--- config.mk ---
export PLATFORM = sky130hd
export DESIGN_NAME = rau_queue
export DESIGN_NICKNAME = d
export VERILOG_FILES = /design/src/rtl/core/rau_pkg.sv /design/src/rtl/core/rau_queue.sv
export SDC_FILE = /design/constraint.sdc
export NUM_CORES = 1
export LEC_CHECK = 0
export ABC_AREA = 1
export BUFFER_PORTS_ARGS = -buffer_cell sky130_fd_sc_hd__buf_2
export CORE_ASPECT_RATIO = 0.5
export CORE_MARGIN = 1.5
export CORE_UTILIZATION = 25
export DETAILED_ROUTE_END_ITERATION = 8
export GPL_ROUTABILITY_DRIVEN = 0
export PLACE_DENSITY = 0.5
export SETUP_SLACK_MARGIN = 0.4
export SLEW_MARGIN = 20
export SYNTH_ARGS = -nofsm -noshare
export SYNTH_HDL_FRONTEND = slang
export SYNTH_SLANG_ARGS = --single-unit
--- constraint.sdc ---
create_clock -name clk -period 17.5 [get_ports clk]
set_input_delay 1.75 -clock clk [delete_from_list [all_inputs] [get_ports clk]]
set_output_delay 1.75 -clock clk [all_outputs]
set_load 0.03 [all_outputs]
--- src/rtl/core/rau_pkg.sv ---
// Package for the rational arithmetic unit: operation codes, widths, shared types.
// No dependencies.
package rau_pkg;

	localparam int unsigned OperandWidth = 32;
	localparam int unsigned FieldWidth = 32;
	localparam int unsigned ResWidth = 64;
	localparam int unsigned QueueDepth = 2;

	typedef enum logic [2:0] {
		FUNC_ADD = 3'd0,
		FUNC_SUB = 3'd1,
		FUNC_MUL = 3'd2,
		FUNC_DIV = 3'd3,
		FUNC_CMP = 3'd4
	} func_t;

	// classified item handed from front to back
	typedef struct packed {
		logic               err;
		logic               cmp;
		logic signed [63:0] num;
		logic [63:0]        den;
		logic               lt;
		logic               eq;
		logic               gt;
	} job_t;

	typedef enum logic [2:0] {
		ST_IDLE,
		ST_GCD,
		ST_DIVN,
		ST_DIVD,
		ST_OUT
	} bk_state_t;

endpackage

--- src/rtl/core/rau_queue.sv ---
// Small FIFO between front and back.
// Depends on rau_pkg.
module rau_queue #(
	parameter int unsigned DEPTH = rau_pkg::QueueDepth
) (
	input  logic          clk,
	input  logic          arst_n,
	input  logic          wr_valid,
	output logic          wr_ready,
	input  rau_pkg::job_t wr_data,
	output logic          rd_valid,
	input  logic          rd_ready,
	output rau_pkg::job_t rd_data
);
	import rau_pkg::*;

	localparam int unsigned AW = (DEPTH > 1) ? $clog2(DEPTH) : 1;

	job_t             mem_q [DEPTH];
	logic [AW-1:0]    wp_q, rp_q;
	logic [AW:0]      cnt_q;
	logic             wr, rd;

	assign wr_ready = cnt_q != (AW+1)'(DEPTH);
	assign rd_valid = cnt_q != '0;
	assign wr = wr_valid && wr_ready;
	assign rd = rd_valid && rd_ready;
	assign rd_data = mem_q[rp_q];

	function automatic logic [AW-1:0] nxt(input logic [AW-1:0] p);
		nxt = (p == AW'(DEPTH - 1)) ? '0 : p + 1'b1;
	endfunction

	always_ff @(posedge clk or negedge arst_n) begin
		if (!arst_n) begin
			wp_q <= '0;
			rp_q <= '0;
			cnt_q <= '0;
		end else begin
			if (wr)
				wp_q <= nxt(wp_q);
			if (rd)
				rp_q <= nxt(rp_q);
			if (wr && !rd)
				cnt_q <= cnt_q + 1'b1;
			else if (rd && !wr)
				cnt_q <= cnt_q - 1'b1;
		end
	end

	always_ff @(posedge clk) begin
		if (wr)
			mem_q[wp_q] <= wr_data;
	end
endmodule

# [Word level (Yosys, flattened, before mapping)]
# Memories as Yosys holds them, arrays and structs flattened.
# Cells that the tools add are included.
# Widths: inputs -> output; s select.
[totals] regBits=4 ram_bits=266 inputBits=137 out_inout_bits=135 word_cells=23 memories=1
[classes] n_addsub=4 n_eq_ne=1 n_mux=6 n_reduce_logical=8
[memory_table] memory="mem_q" depth=2 width=133 read_ports=1 rd_ports_with_merged_regs=0 wr=1 line_no="rau_queue.sv:19" rtl="job_t mem_q [DEPTH];"
[op_table] operator="$logic_and 1x1->1" count=4
[op_table] operator="$mux 1" count=4
[op_table] operator="$mux 2" count=2
[op_table] operator="$reduce_bool 2->1" count=2
[op_table] operator="$add 1x1->1 const B" count=2
[op_table] operator="$add 2x1->2 const B" count=1
[op_table] operator="$logic_not 1->1" count=2
[op_table] operator="$ne 2x2->1 const B" count=1
[op_table] operator="$sub 2x1->2 const B" count=1

# [Logic depth before layout (Yosys ltp)]
[depth] depth_word=6 depth_mapped=10 ltp_nobuf=10

# [Worst setup path after synthesis]
# Ideal clock, no wire load.
[synth_path] path_type="in2reg" startpoint="in wr_valid" endpoint="mem mem_q[0][0] in the netlist's numbering, enable pin" setup_ns=0.628 arrival_ns=7.397 required_ns=16.872 path_slack_ns=9.475 path_stages=2 n_path_buf=0 cell_sequence="nand2_1 nor2_1"
[synth_via] elab_chain_cells=3
[synth_rtl] element="from (decl)" line_no="rau_queue.sv:8" rtl="input logic wr_valid,"
[synth_rtl] element="$logic_and 1x1->1" line_no="rau_queue.sv:26" rtl="assign wr = wr_valid && wr_ready;"
[synth_rtl] element="$mux 1" line_no="rau_queue.sv:52" rtl="if (wr)"
[synth_rtl] element="$mux 1 (not written as such)" line_no="rau_queue.sv:53" rtl="mem_q[wp_q] <= wr_data;"
[synth_rtl] element="to (decl)" line_no="rau_queue.sv:19"
# No other way between the ends.

==> metrics <==
DRC violation count after routing 0; worst slack at placement ~13 ns; count of mapped cells out of synthesis a little over 700; vias in the first global route about 6300; Seq cells post-synth 270; number of violations of the max-capacitance limit 0; effective utilization at floorplan about a quarter; total congestion overflow 0; Synthesized Nets roughly 860; clock network latency to the later pin of the worst-skew pair between 0.5 and 0.6 ns; buffer levels on the longest clock path 3; required time at the worst-slack endpoint about 16 ns; Setup WS post-layout approximately 13 ns; wire length of the first global-routing pass between 30000 and 40000 microns; Ys Warns 0; die width about 280 microns; hold buffer count at cts 0; ranking of synthesized cells by instance count nand2_1 (409), edfxtp_1 (266), buf_2 (14), buf_4 (14), inv_1 (6); Die Y-Extent ~140 microns; Arr. time, crit path around 3.2 ns; worst slew margin relative to its limit between 30% and 40%; TritonCTS sink count 270; Vias/cell ~4; post-synth top area cell edfxtp_1; proportion of netlist area held by the largest area contributor 80.7%; number of buffers added on ports 271; pin count of the biggest net entering global routing 81; r2r setup slk 14.56 ns; post-CTS clock slew at the launch and capture registers of the worst setup and hold paths ~0.06 ns; CP Max Fanout 69; leakage power summed over all cells 5.36 nW; final cycle utilization of the critical path about 28%; CTS tree built; Highest Clock Rate slightly above 0.2 GHz; sum of routed wire length over all layers 24600 microns; area of the die 40800 sq um; Max Clock Skew ~0.0097 ns; number of distinct library cells after synthesis 14; final slew viol count 0; overall fraction of global-route tracks in use 11.3%; main area contributors after synthesis edfxtp_1 (81%), nand2_1 (16%), buf_4 (1.1%); fraction of layout cells with a size suffix above 1 a little under a third; EDFF count, synth approximately 270; Startpoint Class flip-flop; Worst Max-Slew Pin Slew 1.01 ns; netlist area before placement 9890 sq um; first drt pass iteration count 4; Resized Gates After CTS 0; type of the most critical hold path flip-flop to flip-flop; total via count in the routed design 6186; HPWL Detailed about 16000 microns; ys async rst share 1.48%; Setup Fix Bufs, Post-CTS 0; H-Tree Level Count 1; Main synth FF type edfxtp_1; Pwr Density between 150 and 200 nW/um^2; clock root buffer clkbuf_16; final setup fails 0; core area between 30000 and 40000 sq um; largest voltage drop on the vdd net ~0.085 mV; Std-Cell Rows between 50 and 60; DRT iter0 DRCs about 430; average wire length per cell after detail routing 15.8 microns; number of I/O pins ~270; antenna violations before repair 4; time the final worst path needs with I/O delays and setup roughly 5 ns; status complete, no violations; element type at the critical path end output port; startpoint-to-endpoint class of the critical path flip-flop to output port; fill count around 3900; antenna-violating nets left 0; Synth-to-Final Area Change 28.8%; Total Nets Final roughly 1100; cts bufs inserted 28; hold violation total from the final report 0; unrepaired setup endpoints after global routing false; Avg Cell Area, Syn 13.7 sq um; TNS Setup 0 ns; most frequent cell after synthesis nand2_1; Seq/Total Area, Yosys between 80% and 90%
## registers in the layout, summed over array words and instances, names as in the netlist
signal / cells
mem_q: 266
cnt_q: 2
rp_q: 1
wp_q: 1
## worst max-delay path, stage by stage, from the launching register on
cell and delay [ns]:
dfrtp_4 0.73, inv_4 0.61, buf_4 0.72, nand2_1 0.11, nand2_1 0.12, buf_2 0.21
## per-stage QoR
| step | hold slack, ns | util (%) | std cells | total power, W | cell area, sq um |
|---|---|---|---|---|---|
| finish | 0.502 | 32.7 | 1555 | 0.00245 | 12700 |
| global route | 0.525 | 32.7 | 1553 | 0.00258 | 12700 |
| CTS | 0.504 | 32.7 | 1551 | 0.00250 | 12700 |
| detailed placement | 0.496 | 30.3 | 1501 | 0.00188 | 11800 |
| global placement | 0.483 | 30.3 | 1501 | 0.00187 | 11800 |
| floorplan | 0.462 | - | 723 | 0.00160 | 9890 |
## routing by layer
layer / track usage, % / part of all wire, %
met3: 1.27 / 2.0
met5: 0 / 0
met1: 11.0 / 34
met4: 4.17 / 2.9
met2: 24.4 / 61
## layout make-up
type	count	area, sq um	share of cell area [%]
clock inverters	17	204	1.60
repair buffers	277	1400	11.0
diodes	4	10.0	0.0785
flip-flops and latches	270	8090	63.5
multi-input cells	417	1600	12.6
inverters	7	28.8	0.226
clock buffers	33	741	5.81
well taps	530	663	5.20
## worst paths after layout
kind | depth (start not counted) | from | to
max | 5 | rp_q$_DFFE_PN0P_ | rd_data[65]
max reg2reg | 6 | cnt_q[0]$_DFFE_PN0P_ | mem_q[1][112]$_DFFE_PP_
min reg2reg | 1 | cnt_q[0]$_DFFE_PN0P_ | cnt_q[0]$_DFFE_PN0P_
min | 1 | cnt_q[0]$_DFFE_PN0P_ | cnt_q[0]$_DFFE_PN0P_
min in group asynchronous | 1 | arst_n | rp_q$_DFFE_PN0P_
max in group asynchronous | 1 | arst_n | rp_q$_DFFE_PN0P_
## cells in the final DEF (no fill, tap or decap)
| master | n |
|---|---|
| nand2_1 | 409 |
| buf_2 | 271 |
| edfxtp_1 | 266 |
| clkbuf_16 | 29 |
| clkinv_1 | 7 |
| inv_1 | 6 |
| buf_4 | 6 |
| bufinv_16 | 5 |
| diode_2 | 4 |
| clkbuf_1 | 4 |
| clkinv_2 | 4 |
| dfrtp_1 | 3 |
| nor2_4 | 2 |
| nand3_1 | 2 |
| inv_4 | 1 |
| xnor2_1 | 1 |
| xor2_1 | 1 |
| nand4_1 | 1 |
| ha_1 | 1 |
| clkinvlp_4 | 1 |
| dfrtp_4 | 1 |
## where the power goes
group / leakage, nW / total, W / internal (W) / switching (W)
Sequential: 2.52 / 0.000941 / 0.000886 / 0.0000544
Clock: 0.460 / 0.000613 / 0.000373 / 0.000240
Combinational: 2.38 / 0.000901 / 0.000205 / 0.000696
## cell families after synthesis
family | Yosys count | synth area share (%)
buf+inv | 36 | 2.18
simple gates | 414 | 15.8
xor+xnor | 2 | 0.177
flops | 270 | 81.8
fa+ha+maj | 1 | 0.126
No activity file was read; power rests on OpenSTA's default activity.
