==> src/rtl/core/rau_pkg.sv <==
// Package for the rational arithmetic unit: operation codes, widths, shared types.
// No dependencies.
package rau_pkg;

	localparam int unsigned OperandWidth = 32;
	localparam int unsigned FieldWidth = 32;
	localparam int unsigned ResWidth = 64;
	localparam int unsigned QueueDepth = 2;

	typedef enum logic [2:0] {
		FUNC_ADD = 3'd0,
		FUNC_SUB = 3'd1,
		FUNC_MUL = 3'd2,
		FUNC_DIV = 3'd3,
		FUNC_CMP = 3'd4
	} func_t;

	// classified item handed from front to back
	typedef struct packed {
		logic               err;
		logic               cmp;
		logic signed [63:0] num;
		logic [63:0]        den;
		logic               lt;
		logic               eq;
		logic               gt;
	} job_t;

	typedef enum logic [2:0] {
		ST_IDLE,
		ST_GCD,
		ST_DIVN,
		ST_DIVD,
		ST_OUT
	} bk_state_t;

endpackage

==> src/rtl/core/rau_back.sv <==
// Back part: binary gcd, two restoring divisions by the gcd, result register.
// Depends on rau_pkg.
module rau_back (
	input  logic                clk,
	input  logic                arst_n,
	input  logic                job_valid,
	output logic                job_ready,
	input  rau_pkg::job_t       job,
	output logic                out_valid,
	input  logic                out_ready,
	output logic signed [63:0]  res_num,
	output logic [62:0]         res_den,
	output logic                status,
	output logic                is_less,
	output logic                is_equal,
	output logic                is_greater
);
	import rau_pkg::*;

	bk_state_t st_q, st_d;
	logic [63:0] x_q, y_q, g_q, mag_q, den_q, quo_q, rem_q, qn_q;
	logic [5:0]  sh_q;
	logic [6:0]  cnt_q;
	logic        neg_q;
	logic        load, gcd_done;

	logic [64:0] rtry;
	logic [63:0] src;
	assign src = (st_q == ST_DIVN) ? mag_q : den_q;
	assign rtry = {rem_q, src[6'd63 - cnt_q[5:0]]} - {1'b0, g_q};

	always_comb begin
		st_d = st_q;
		job_ready = 1'b0;
		load = 1'b0;
		gcd_done = (x_q == '0) || (y_q == '0) || (x_q == y_q);
		case (st_q)
			ST_IDLE: begin
				job_ready = 1'b1;
				if (job_valid) begin
					load = 1'b1;
					st_d = (job.err || job.cmp) ? ST_OUT : ST_GCD;
				end
			end
			ST_GCD: if (gcd_done) st_d = ST_DIVN;
			ST_DIVN: if (cnt_q == 7'd63) st_d = ST_DIVD;
			ST_DIVD: if (cnt_q == 7'd63) st_d = ST_OUT;
			ST_OUT: if (out_ready) st_d = ST_IDLE;
			default: st_d = ST_IDLE;
		endcase
	end

	always_ff @(posedge clk or negedge arst_n) begin
		if (!arst_n) begin
			st_q <= ST_IDLE;
		end else begin
			st_q <= st_d;
		end
	end
	assign out_valid = st_q == ST_OUT;

	always_ff @(posedge clk) begin
		case (st_q)
			ST_IDLE: if (load) begin
				status <= job.err;
				is_less <= job.lt;
				is_equal <= job.eq;
				is_greater <= job.gt;
				res_num <= '0;
				res_den <= '0;
				neg_q <= job.num < 0;
				mag_q <= job.num < 0 ? 64'(-job.num) : job.num;
				x_q <= job.num < 0 ? 64'(-job.num) : job.num;
				y_q <= job.den;
				den_q <= job.den;
				sh_q <= '0;
				cnt_q <= '0;
				rem_q <= '0;
			end
			ST_GCD: begin
				if (gcd_done) begin
					g_q <= ((x_q | y_q) == '0) ? 64'd1 :
						(((x_q == '0) ? y_q : x_q) << sh_q);
					cnt_q <= '0;
					rem_q <= '0;
				end else if (!x_q[0] && !y_q[0]) begin
					x_q <= x_q >> 1;
					y_q <= y_q >> 1;
					sh_q <= sh_q + 1'b1;
				end else if (!x_q[0]) begin
					x_q <= x_q >> 1;
				end else if (!y_q[0]) begin
					y_q <= y_q >> 1;
				end else if (x_q > y_q) begin
					x_q <= (x_q - y_q) >> 1;
				end else begin
					y_q <= (y_q - x_q) >> 1;
				end
			end
			ST_DIVN, ST_DIVD: begin
				quo_q <= {quo_q[62:0], !rtry[64]};
				if (cnt_q == 7'd63) begin
					cnt_q <= '0;
					rem_q <= '0;
					if (st_q == ST_DIVN)
						qn_q <= {quo_q[62:0], !rtry[64]};
					else begin
						res_num <= neg_q ? 64'(-qn_q) : qn_q;
						res_den <= quo_q[61:0] == '0 && rtry[64] ? 63'd0 :
							{quo_q[61:0], !rtry[64]};
					end
				end else begin
					cnt_q <= cnt_q + 1'b1;
					if (!rtry[64])
						rem_q <= rtry[63:0];
					else
						rem_q <= {rem_q[62:0], src[6'd63 - cnt_q[5:0]]};
				end
			end
			default: ;
		endcase
	end
endmodule

==> config.mk <==
export PLATFORM = sky130hd
export DESIGN_NAME = rau_back
export DESIGN_NICKNAME = d
export VERILOG_FILES = /design/src/rtl/core/rau_pkg.sv /design/src/rtl/core/rau_back.sv
export SDC_FILE = /design/constraint.sdc
export NUM_CORES = 2
export LEC_CHECK = 0
export ABC_AREA = 0
export BUFFER_PORTS_ARGS = -buffer_cell sky130_fd_sc_hd__buf_2
export CAP_MARGIN = 10
export CORE_UTILIZATION = 30
export DETAILED_ROUTE_END_ITERATION = 10
export PLACE_DENSITY = 0.42
export SLEW_MARGIN = 20
export SYNTH_ARGS = -nofsm -noshare
export SYNTH_HDL_FRONTEND = slang
export SYNTH_SLANG_ARGS = --single-unit
==> constraint.sdc <==
create_clock -name clk -period 18.99 [get_ports clk]
set_clock_uncertainty 0.15 [all_clocks]
set_input_delay 1.899 -clock clk [delete_from_list [all_inputs] [get_ports clk]]
set_output_delay 1.899 -clock clk [all_outputs]
set_load 0.05 [all_outputs]
* Yosys cells after proc, flatten, opt, wreduce, memory -nomap -nowiden
Index checks and enable logic that the tools add are counted.
W data, S select, Z words.
** Storage, ports and cells
- Register bits after elaboration :: 659
- Logic and storage cells :: 132
- Output and inout bits :: 133
** Cells by class
- $lt $le $gt $ge :: 3
- Multiplexer cells :: 51
- Eq/ne operators :: 20
- Bitwise operators :: 1
- Reductions and logical operators :: 28
- Add/subtract/negate cells :: 8
- Shift-type cells :: 1
** Operators by type and width (count)
- $mux W64 :: 22
- $pmux W64 S2 :: 3
- $mux W63 :: 4
- $logic_not A64 Y1 :: 3
- $pmux W64 S3 :: 1
- $neg A64 Y64 :: 2
- $sub A64 B64 Y64 :: 2
- $pmux W63 S2 :: 1
- $sub A65 B64 Y65 :: 1
- $eq A64 B64 Y1 :: 1
- $gt A64 B64 Y1 :: 1
- $lt A64 B1 Y1 const B :: 1
- $or A64 B64 Y64 :: 1
- $shl A64 B6 Y64 :: 1
- $logic_not A62 Y1 :: 1
- $mux W7 :: 3
- $pmux W7 S3 :: 1
- $mux W3 :: 6
- $mux W6 :: 3
- $ne A2 B2 Y1 const B :: 8
- $pmux W3 S5 :: 1
- $reduce_and A5 Y1 :: 3
- $ne A4 B4 Y1 const B :: 3
- $pmux W6 S2 :: 1
- other kinds (22) :: 38

* Depth between registers and ports, before layout
- Depth in word-level cells :: 10
- Gate-level depth with buffers :: 28
- Depth with buffers taken out :: 23

* Worst setup path before layout
OpenSTA, ideal clock, no wires.
- Path kind :: input -> register
- Start point :: input job_valid
- End point :: register y_q[10], enable pin
- Buffers on the path :: 0
- Cell stages on the path :: 4
- Slack :: 7951 ps
- Library setup time :: 580 ps
- Arrival time :: 10309 ps
- Required time :: 18260 ps
- Cell sequence :: and2_1 > nor2_1 > a21oi_1 > a21boi_0
** Between the ends
- Cells in the longest elaborated chain, start to end :: 4
** Ends and longest elaborated chain
- from (decl) :: RTL line rau_back.sv:6 : input logic job_valid,
- $mux W1 :: RTL line rau_back.sv:40 : if (job_valid) begin
- $mux W1 :: RTL line rau_back.sv:37 : case (st_q)
- $ne A2 B2 Y1 (no line)
- $reduce_and A5 Y1 (no line)
- to (signal assigned) :: RTL line rau_back.sv:74 : y_q <= job.den;
- to (signal assigned) :: RTL line rau_back.sv:88 : y_q <= y_q >> 1;
- to (signal assigned) :: RTL line rau_back.sv:93 : y_q <= y_q >> 1;
- to (decl) :: RTL line rau_back.sv:21 : logic [63:0] x_q, y_q, g_q, mag_q, den_q, quo_q, rem_q, qn_q;
Every way passes these cells.
A chain may end at the register's enable or synchronous reset.

* Final worst setup path
- Start point :: register st_q[2]
- End point :: register rem_q[4] (data pin)
** Between the ends
- Cells in the longest elaborated chain, start to end :: 8
** Ends and longest elaborated chain
- from (decl) :: RTL line rau_back.sv:20 : bk_state_t st_q, st_d;
- from (signal assigned) :: RTL line rau_back.sv:57 : st_q <= st_d;
- $eq A3 B2 Y1 :: RTL line rau_back.sv:29, rau_back.sv:63
- $mux W64 :: RTL line rau_back.sv:29 : assign src = (st_q == ST_DIVN) ? mag_q : den_q;
- $bmux W1 S6 :: RTL line rau_back.sv:30 : assign rtry = {rem_q, src[6'd63 - cnt_q[5:0]]} - {1'b0, g_q};
- $mux W1 (not written as such) :: RTL line rau_back.sv:30
- $sub A65 B64 Y65 :: RTL line rau_back.sv:30
- $mux W64 :: RTL line rau_back.sv:114 : if (!rtry[64])
- $mux W64 :: RTL line rau_back.sv:102 : if (cnt_q == 7'd63) begin
- $pmux W64 S3 * :: RTL line rau_back.sv:63 : case (st_q)
- to (signal assigned) :: RTL line rau_back.sv:115 : rem_q <= rtry[63:0];
- to (signal assigned) :: RTL line rau_back.sv:117 : rem_q <= {rem_q[62:0], src[6'd63 - cnt_q[5:0]]};
- to (decl) :: RTL line rau_back.sv:21
Mark *: on every way between the ends. The rest lies on a longest branch, timed or not. The select of a mux whose other input is x is not followed.

==> out/metrics.yaml <==
cap_violations: 0
worstHoldPathType: "flip-flop to flip-flop"
synth_edf_count: 656
crit_family: "buffers and inverters"
clock_latency_ns: 0.71
design_area_sq_um: 51300
grt_use_met1_pct: 29.6
cts_buffer_depth: 3
placed_area_sq_um: 48600
post-dp-hpwl_microns: 140000
critPathSlowestCell: "buf_4"
synth_area_leader_cell: "edfxtp_1"
synthTopCellsByArea: "edfxtp_1 (44%), ha_1 (7.2%), mux2i_1 (6.3%)"
synthArstFlopShare_pct: 0.455
dieArea_sq_um: 152000
antenna_found_initial: 6
layout_min_cycle_time_ns: 8.73
synth_most_common_cell: "edfxtp_1"
seq_area_frac_synth_pct: 43.9
cp.required_ns: 19.23
busiest_layer: "met2"
use_met3_pct: 2.76
hold_depth: 0
num_vias: 36533
grt_max_degree: 79
viasPerCell: 5.39
cts_hold_buf: 0
post_cts_buffers: 0
outcome: "finished clean"
cts.clk_slew.worst_paths_ns: 0.06
clock.fmax_mhz: 115
ctsResizeCount: 0
cpMostUsedCell: "a21oi_1"
synth_commonest_cells: "edfxtp_1 (656), nor2_1 (470), a21oi_1 (396), inv_1 (291), mux2i_1 (283)"
worst_pin_slew_ns: 1.16
fp.coreArea_sq_um: 148000
drc_errors: 0
whs_endpoint: "qn_q[63]"
avgSynthCellArea_sq_um: 9.92
worst_hold_startpoint: "quo_q[62]"
netlist_instances: 4540
cp-start-kind: "flip-flop"
synth_ff_type: "edfxtp_1"
htree_levels: 3
rsz0062_at_grt: "no"
finalHoldViolCount: 0
num_rows: 141
wirelength_microns: 179000
max_slew_margin_pct: 22.3
place_congestion: 0.966
syn_nets: 4940
dieHeight_microns: 390
cts_root_buffer: "clkbuf_16"
cts_inserted_buffers: 83
r2r_start: "st_q[2]"
worstReg2RegEnd: "rem_q[4]"
clock-sinks: 659
tritoncts: "yes"
dr.pass1.iters: 8
setup_tns_ns: 0
postRouteAntennaNets: 0
drtIter0Drc: 2978
crit_fanout: 69
io_pins: 270
slew_violations: 0
reg2regPathDepth: 26
initial_core_util_pct: 30.4
grt.overflow.total: 0
die_x_microns: 390
cp.arrival_ns: 8.97
finalSetupViolCount: 0
critPathMaxStageDelay_ns: 0.73
port_buffers: 269
cp-end-kind: "flip-flop"
synth_top_area_share_pct: 43.7
ys_ff_latch: 659
layout-drive-gt1-share_pct: 11.8
grtUsageTotal_pct: 23.0
syn_area_sq_um: 45100
met2_usage_pct: 37.9
grt_pass1_vias: 36070
synth_cell_types: 80
grt_pass1_wl_microns: 256000
critPathKind: "flip-flop to flip-flop"
yosysWarnings: 0
rrSetupSlack_ns: 10.26
period_share_pct: 46.0
synthToLayoutAreaGrowth_pct: 13.9
nets: 5114
wl_per_cell_microns: 26.4
crit_buf_inv: 4
## layout make-up
| cell class | instances | area (sq um) |
|---|---|---|
| inverter | 294 | 1100 |
| timing repair buffer | 333 | 1830 |
| sequential | 659 | 19800 |
| clock inverter | 59 | 609 |
| clock buffer | 92 | 2110 |
| fill | 15321 | 97100 |
| antenna | 1 | 2.50 |
| multi-input combinational | 3343 | 23400 |
| tap | 2002 | 2500 |
## metrics by stage
step | util, % | hold WS (ns) | std cells | worst slack (ns)
4_1_cts | 34.6 | 0.275 | 6782 | 9.96
5_1_grt | 34.6 | 0.300 | 6783 | 9.46
3_5_place_dp | 32.8 | 0.261 | 6631 | 9.99
3_3_place_gp | 32.7 | 0.258 | 6631 | 10.13
6_report | 34.6 | 0.274 | 6783 | 10.26
2_1_floorplan | - | 0.250 | 4540 | 7.95
## metal layers
layer,wire length [microns],vias to the layer above
met4,10100,4
met1,77200,18058
met2,84100,1053
met5,23,-
met3,7490,298
li1,-,17120
## registers in the layout, indices dropped and copies added (netlist names), 3 cells and up
signal   cells
cnt_q        7
den_q       64
g_q         64
mag_q       64
qn_q        64
quo_q       63
rem_q       64
res_den     63
res_num     64
sh_q         6
st_q         3
x_q         64
y_q         64
## cell usage in the layout (no fill, tap or decap), drive strengths merged, types with 87 or more instances in the layout
cell	Yosys	routed
ha	260	260
and2	89	89
inv	292	296
nor4	105	105
edfxtp	656	656
mux2i	283	283
nand2	249	249
clkbuf	204	92
o21ai	244	244
xnor2	217	217
buf	40	333
a21oi	396	396
xor2	87	87
nor2	470	470
## logic make-up (layout without fill, tap and decap cells)
family	count (synthesis)	in the layout	synth area share, %
mux	327	327	8.36
xor+xnor	304	304	5.91
fa+ha+maj	263	263	7.35
other cells	0	1	0
compound gates	1155	1155	16.2
buf+inv	538	778	4.51
simple gates	1294	1294	13.8
flops	659	659	43.9
## worst max-delay path by stage
stage	from	end	slack, ns	depth (start not counted)
5_1_grt	st_q[2]	rem_q[4]	9.46	26
3_5_place_dp	st_q[2]	rem_q[4]	9.99	26
2_1_floorplan	job_valid	y_q[10]	7.95	4
4_1_cts	st_q[2]	rem_q[4]	9.96	26
3_3_place_gp	st_q[2]	rem_q[4]	10.13	26
6_report	st_q[2]	rem_q[4]	10.26	26
Power is left out: the tool's default activity adds up to more than one toggle a clock period on the data nets, which glitch-free logic cannot reach.
